`src/sv/assert_macros.svh`:
```
// ----------------------------------------------------------------------------
// assert_macros.svh
// concurrent assertion helpers, empty when building for synthesis
// ----------------------------------------------------------------------------
`ifndef ASSERT_MACROS_SVH
`define ASSERT_MACROS_SVH

`ifndef SYNTHESIS

// condition holds at every edge outside reset
`define ASSERT_ALWAYS(lbl, clk, rst_n, expr) \
    lbl: assert property (@(posedge clk) disable iff (!rst_n) (expr)) \
        else $error("assertion failed: expected condition");

// antecedent implies consequent in the same cycle
`define ASSERT_IMPLIES(lbl, clk, rst_n, ante, cons) \
    lbl: assert property (@(posedge clk) disable iff (!rst_n) (ante) |-> (cons)) \
        else $error("assertion failed: implication");

// antecedent implies consequent in the following cycle
`define ASSERT_NEXT(lbl, clk, rst_n, ante, cons) \
    lbl: assert property (@(posedge clk) disable iff (!rst_n) (ante) |=> (cons)) \
        else $error("assertion failed: next-cycle implication");

`else

`define ASSERT_ALWAYS(lbl, clk, rst_n, expr)
`define ASSERT_IMPLIES(lbl, clk, rst_n, ante, cons)
`define ASSERT_NEXT(lbl, clk, rst_n, ante, cons)

`endif

`endif

```
`src/sv/dfs_pkg.sv`:
```
// ----------------------------------------------------------------------------
// dfs_pkg
// shared types and constants of the dmx frame buffer scheduler
// ----------------------------------------------------------------------------
`timescale 1ns / 1ps
`default_nettype none

package dfs_pkg;

    localparam int unsigned OP_W    = 2;
    localparam int unsigned IDX_W   = 10;
    localparam int unsigned VAL_W   = 8;
    localparam int unsigned TIME_W  = 32;
    localparam int unsigned CNT_W   = 32;
    localparam int unsigned CHAN_W  = 10;

    localparam int unsigned BREAK_US           = 92;
    localparam int unsigned MAB_US             = 12;
    localparam int unsigned SLOT_US            = 44;
    localparam int unsigned DEADLINE_MARGIN_US = 3000;
    // break, mark after break, start code slot and margin
    localparam int unsigned FIXED_US = BREAK_US + MAB_US + SLOT_US + DEADLINE_MARGIN_US;

    localparam logic [CHAN_W-1:0] CHANNEL_COUNT_RESET = 10'd512;

    typedef enum logic [OP_W-1:0] {
        OP_WRITE = 2'd0,
        OP_CLEAR = 2'd1,
        OP_TICK  = 2'd2,
        OP_READ  = 2'd3
    } op_t;

    typedef enum logic [2:0] {
        ST_INIT,
        ST_IDLE,
        ST_EXEC,
        ST_WRITE_CMP,
        ST_READ_CAP,
        ST_CLEAR_SWEEP,
        ST_COMMIT,
        ST_RESULT
    } state_t;

    typedef struct packed {
        logic accept;
        logic init_step;
        logic exec;
        logic write_commit;
        logic capture_read;
        logic clear_step;
        logic commit_step;
        logic result_load;
    } cmd_t;

    typedef struct packed {
        op_t  op;
        logic range_err;
        logic go;
        logic dirty_valid;
        logic sweep_last;
        logic commit_done;
        logic out_free;
    } status_t;

endpackage

`default_nettype wire

```
`src/sv/dfs_ctrl.sv`:
```
// ----------------------------------------------------------------------------
// dfs_ctrl
// sequencer of the frame buffer scheduler, one transaction at a time
// ----------------------------------------------------------------------------
`timescale 1ns / 1ps
`default_nettype none

module dfs_ctrl (
    input  wire logic             clk,
    input  wire logic             rst_n,
    input  wire logic             in_valid,
    output logic                  in_ready,
    input  wire dfs_pkg::status_t status,
    output dfs_pkg::cmd_t         cmd
);

    import dfs_pkg::*;

    state_t state_reg;
    state_t state_next;

    always_ff @(posedge clk or negedge rst_n)
    begin
        if (!rst_n)
        begin
            state_reg <= ST_INIT;
        end
        else
        begin
            state_reg <= state_next;
        end
    end

    always_comb
    begin
        state_next = state_reg;
        cmd        = '0;
        in_ready   = 1'b0;
        unique case (state_reg)
            ST_INIT:
            begin
                cmd.init_step = 1'b1;
                if (status.sweep_last)
                begin
                    state_next = ST_IDLE;
                end
            end
            ST_IDLE:
            begin
                in_ready = 1'b1;
                if (in_valid)
                begin
                    cmd.accept = 1'b1;
                    state_next = ST_EXEC;
                end
            end
            ST_EXEC:
            begin
                cmd.exec = 1'b1;
                unique case (status.op)
                    OP_WRITE: state_next = status.range_err ? ST_RESULT : ST_WRITE_CMP;
                    OP_CLEAR: state_next = ST_CLEAR_SWEEP;
                    OP_TICK:  state_next = (status.go && status.dirty_valid) ?
                                           ST_COMMIT : ST_RESULT;
                    OP_READ:  state_next = ST_READ_CAP;
                    default:  state_next = ST_RESULT;
                endcase
            end
            ST_WRITE_CMP:
            begin
                cmd.write_commit = 1'b1;
                state_next       = ST_RESULT;
            end
            ST_READ_CAP:
            begin
                cmd.capture_read = 1'b1;
                state_next       = ST_RESULT;
            end
            ST_CLEAR_SWEEP:
            begin
                cmd.clear_step = 1'b1;
                if (status.sweep_last)
                begin
                    state_next = ST_RESULT;
                end
            end
            ST_COMMIT:
            begin
                cmd.commit_step = 1'b1;
                if (status.commit_done)
                begin
                    state_next = ST_RESULT;
                end
            end
            ST_RESULT:
            begin
                if (status.out_free)
                begin
                    cmd.result_load = 1'b1;
                    state_next      = ST_IDLE;
                end
            end
            default:
            begin
                state_next = ST_INIT;
            end
        endcase
    end

endmodule

`default_nettype wire

```
`config.mk`:
```
export PLATFORM = sky130hd
export DESIGN_NAME = dfs_ctrl
export DESIGN_NICKNAME = d
export VERILOG_FILES = /design/src/sv/assert_macros.svh /design/src/sv/dfs_pkg.sv /design/src/sv/dfs_ctrl.sv
export SDC_FILE = /design/constraint.sdc
export NUM_CORES = 1
export LEC_CHECK = 0
export ABC_AREA = 1
export BUFFER_PORTS_ARGS = -buffer_cell sky130_fd_sc_hd__clkbuf_2
export CAP_MARGIN = 20
export CORE_AREA = 4 4 41 43
export DETAILED_ROUTE_END_ITERATION = 8
export DIE_AREA = 0 0 45 47
export PLACE_DENSITY = 0.56
export RECOVER_POWER = 100
export REMOVE_ABC_BUFFERS = 1
export SLEW_MARGIN = 15
export SYNTH_ARGS = -nofsm -noshare
export SYNTH_HDL_FRONTEND = slang
export SYNTH_SLANG_ARGS = --single-unit
```
`constraint.sdc`:
```
create_clock -name clk -period 1.3 [get_ports clk]
set_input_delay 0 -clock clk [delete_from_list [all_inputs] [get_ports clk]]
set_output_delay 0 -clock clk [all_outputs]
set_load 0.03 [all_outputs]
```
Word-level counts from Yosys, hierarchy flattened

Index checks and enable logic that the tools add are counted.

Flip-flop bits (word level): 3
Bits of input ports: 11
Output and inout port bits: 9

Eq/ne operators: 15
Mux-type cells: 20
Reductions and logical operators: 5

Operators with widths:

| cell                                                                  | number |
|---|---|
| 3-bit one-hot mux with 7 select lines                                 | 1 |
| 3-bit two-way mux                                                     | 6 |
| 3-bit equality test, second input constant                            | 4 |
| 1-bit two-way mux                                                     | 12 |
| 3-bit one-hot mux with 4 select lines                                 | 1 |
| 2-bit inequality test, second input constant                          | 5 |
| 3-bit by 2-bit equality test with 1-bit output, second input constant | 2 |
| 5-bit AND reduction                                                   | 1 |
| 2-bit equality test, second input constant                            | 2 |
| 3-bit by 1-bit equality test with 1-bit output, second input constant | 1 |
| 3-bit zero test                                                       | 1 |
| 2-bit by 1-bit equality test with 1-bit output, second input constant | 1 |
| 2-bit zero test                                                       | 1 |
| 2-bit OR reduction                                                    | 1 |
| 1-bit logical AND                                                     | 1 |

Depth between registers and ports, before layout

Word-level depth: 4
Mapped depth: 8
Mapped depth without buffers: 7

Worst setup path after synthesis

No wires, ideal clock.

Kind: register -> output
Start: register state_reg[2]
End: output cmd[7] (netlist name)
Arrival time: 1.508 ns
Setup slack: -0.208 ns
Cell stages (with the launch flop): 3
Cells stage by stage: dfrtp_1 > buf_6 > nor4_1

RTL lines:

| what                     | RTL line       | source |
|---|---|---|
| start: declaration       | dfs_ctrl.sv:19 | `state_t state_reg;` |
| start signal: assignment | dfs_ctrl.sv:30 | `state_reg <= state_next;` |
| end: declaration         | dfs_ctrl.sv:14 | `output dfs_pkg::cmd_t cmd` |

==> results.md <==
- Outcome: finished, final reports clean
- Final non-filler cell total: 103
- Leakage: 0.341 nW
- Wire length per cell: 9.52 µm
- CP arrival: 1220 ps
- Slew Limit Fails: 0
- Commonest register cell after synthesis: dfrtp_1
- Adder-cell share of the synthesized area: 0
- Syn Area/Cell: 6.41 µm²
- Crit path kind: register to output pin
- Req. time, crit path: 1300 ps
- Synth area leaders: dfrtp_1, nand2_1, inv_1
- Yosys warns: 0
- Clk_lat worst skew: 230 ps
- Final wirelength: 981 µm
- Post-placement cell count: 97
- Top cell type's share of synthesized area: 0.180
- Fmax: 0.822 GHz
- Top-count cell post-synth: nand2_1
- Post-synthesis simple-gate area fraction: 0.580
- Cell Chain, Critical Path: inv_4, nand2_2, nor2_4, clkbuf_2
- Max_slew headroom: 0.828
- Seq/Total Area, Yosys: 0.180
- EDFF count, synth: 0
- Clock Path Buffers: 2
- Final WS setup: 83.9 ps
- Post-synth top cells: nand2_1, inv_1, nand3_1
- CP Launch Type: register
- Post-synthesis instance area: 417 µm²
- H-Tree Depth: 1
- Row count: 13
- Least-Margin Pin Slew: 259 ps
- Final core occ: 0.441
- Final setup vio count: 0
- NumNets Final: 100
- Worst Path Max Fanout: 9
- FF+latch count, synth: 3
- Worst setup EP type: output pin
- Post-route DRC violation count: 0
- IO Pins: 20
- Via count: 475
- Root cell of the clock tree: clkbuf_4
- CTS tree: built
- Mux share of post-synthesis cell area: 0
- Core Area: 1300 µm²
- Area Growth Syn to Fin: 37.8%
- First-pass GRT wire length: 1770 µm
- Final period util: 0.935
- RSZ-0062 raised after global routing: yes
- Die area: 2120 µm²
- Ant diodes: 0
- Routability cong.: 0.763
- 1st-pass router iterations: 4
- CP bufs+invs: 2
- CTS Buf Count: 3
- Global Route Usage Sum: 0.117
- Worst slack at placement: 5.91 ps
- Fin crit period: 1220 ps
- Initial Utilization: 0.320
- Layout cells sized above 1: 0.466
- Vert. Die Dim: 47 µm
- Slowest-stage cell, CP: dfrtp_2
- Critical path's largest stage delay: 500 ps
- Die Wd: 45 µm
- Ys async rst share: 1.00
- Pwr/cell area: 2730 nW/µm²
- Via density: 4.61
- Synth unique cells: 17
- Largest net degree at the start of global routing: 10
- Max reg flops: 3
- Max Cap Viol: 0
- Antenna violations before repair: 0
- Largest family of logic cells by synthesized area: simple AND/OR/NAND/NOR gates
- Clock sinks: 3
- Synth area leader: dfrtp_1
- Clk slew on worst S/H paths: 40 ps
- Vias in the first global route: 444
- Final Hold Fails: 0
- Buffers on Ports: 19
- WHS: 107 ps
- Fill cell count: 147
- Worst min-delay path class: input port to asynchronous set/reset pin
- Compound-cell area share of the yosys netlist: 0.0240
- Xor-xnor portion of the synthesized cell area: 0
- DRT iter0 DRCs: 19
- Total Neg Setup Slack: 0 ps
- Family with the most delay on the worst path: flip-flops
- Placed wire-length estimate: 812 µm
- Clock skew: 2.85 ps
- Grt total ovfl: 0
- Peak supply drop: 0.835 mV
- Post-Synthesis Cells: 65
- Routed Antenna Nets: 0
==> metal layers <==
layer,GRT usage,share of wire
met1,0.130,0.39
met2,0.206,0.54
met3,0.0230,0.072
met4,0.0702,0
met5,0,0
==> cell usage in the layout (no fill, tap or decap) <==
| cell | count |
|---|---|
| clkbuf_4 | 3 |
| nand2_1 | 17 |
| clkbuf_1 | 2 |
| nor3_1 | 2 |
| buf_4 | 3 |
| buf_12 | 1 |
| nor2_4 | 2 |
| nor2_1 | 4 |
| clkbuf_2 | 16 |
| nand3_1 | 6 |
| nand4_1 | 3 |
| o21ai_1 | 1 |
| nand3_4 | 1 |
| nand2_2 | 2 |
| nand3_2 | 2 |
| inv_4 | 3 |
| nor2_2 | 4 |
| nor4_2 | 1 |
| dfrtp_2 | 3 |
| o21ai_0 | 1 |
| inv_1 | 10 |
| dlygate4sd3_1 | 1 |
==> worst paths after layout <==
kind	cells past startpoint	endpoint	startpoint	slack, ps
worst max-delay path	4	cmd[5]	state_reg[2]	80
worst min-delay path	2	state_reg[1]	rst_n	110
worst max register to register	7	state_reg[1]	state_reg[0]	100
worst min register to register	2	state_reg[0]	state_reg[0]	630
max in group asynchronous	2	state_reg[0]	rst_n	1030
min in group clk	4	state_reg[1]	status[1]	120
==> cells by family after synthesis <==
group | after synthesis
compound gates | 2
flops | 3
buf+inv | 16
simple gates | 44
==> where the power goes <==
group	internal, mW	leakage [nW]	switching (mW)	total, mW
clock network	0.115	0.0150	0.0422	0.157
logic	0.410	0.294	0.671	1.08
registers	0.159	0.0320	0.172	0.331
total	0.683	0.341	0.885	1.57
==> through the flow <==
stage                     total power [mW]  area (µm²)
final                                 1.57         574
after global routing                  1.73         574
after detailed placement              1.32         504
after floorplan                       1.06         383
after global placement                1.32         504
after CTS                             1.56         564
==> cell type report <==
class / instances / area (µm²) / share of cell area
multi-input combinational: 46 / 258 / 0.449
timing repair buffer: 22 / 136 / 0.237
sequential: 3 / 78.8 / 0.137
inverter: 13 / 56.3 / 0.0980
clock buffer: 4 / 26.3 / 0.0458
tap: 15 / 18.8 / 0.0327
==> what timing repair did <==
action	4_1_cts	5_1_grt
gates resized for setup	3	6
hold buffers	1	0
endpoints found under the hold margin	3	0
setup endpoints to repair	6	2
setup buffers	1	0
==> worst reg2reg max path, cell delays in order (launching register included) <==
cell and delay (ps):
dfrtp_2 470, buf_12 160, nor2_4 90, nand2_2 70, nand2_1 60, nand2_1 70
nand3_2 100, o21ai_1 70
(Power assumes the default switching activity.)
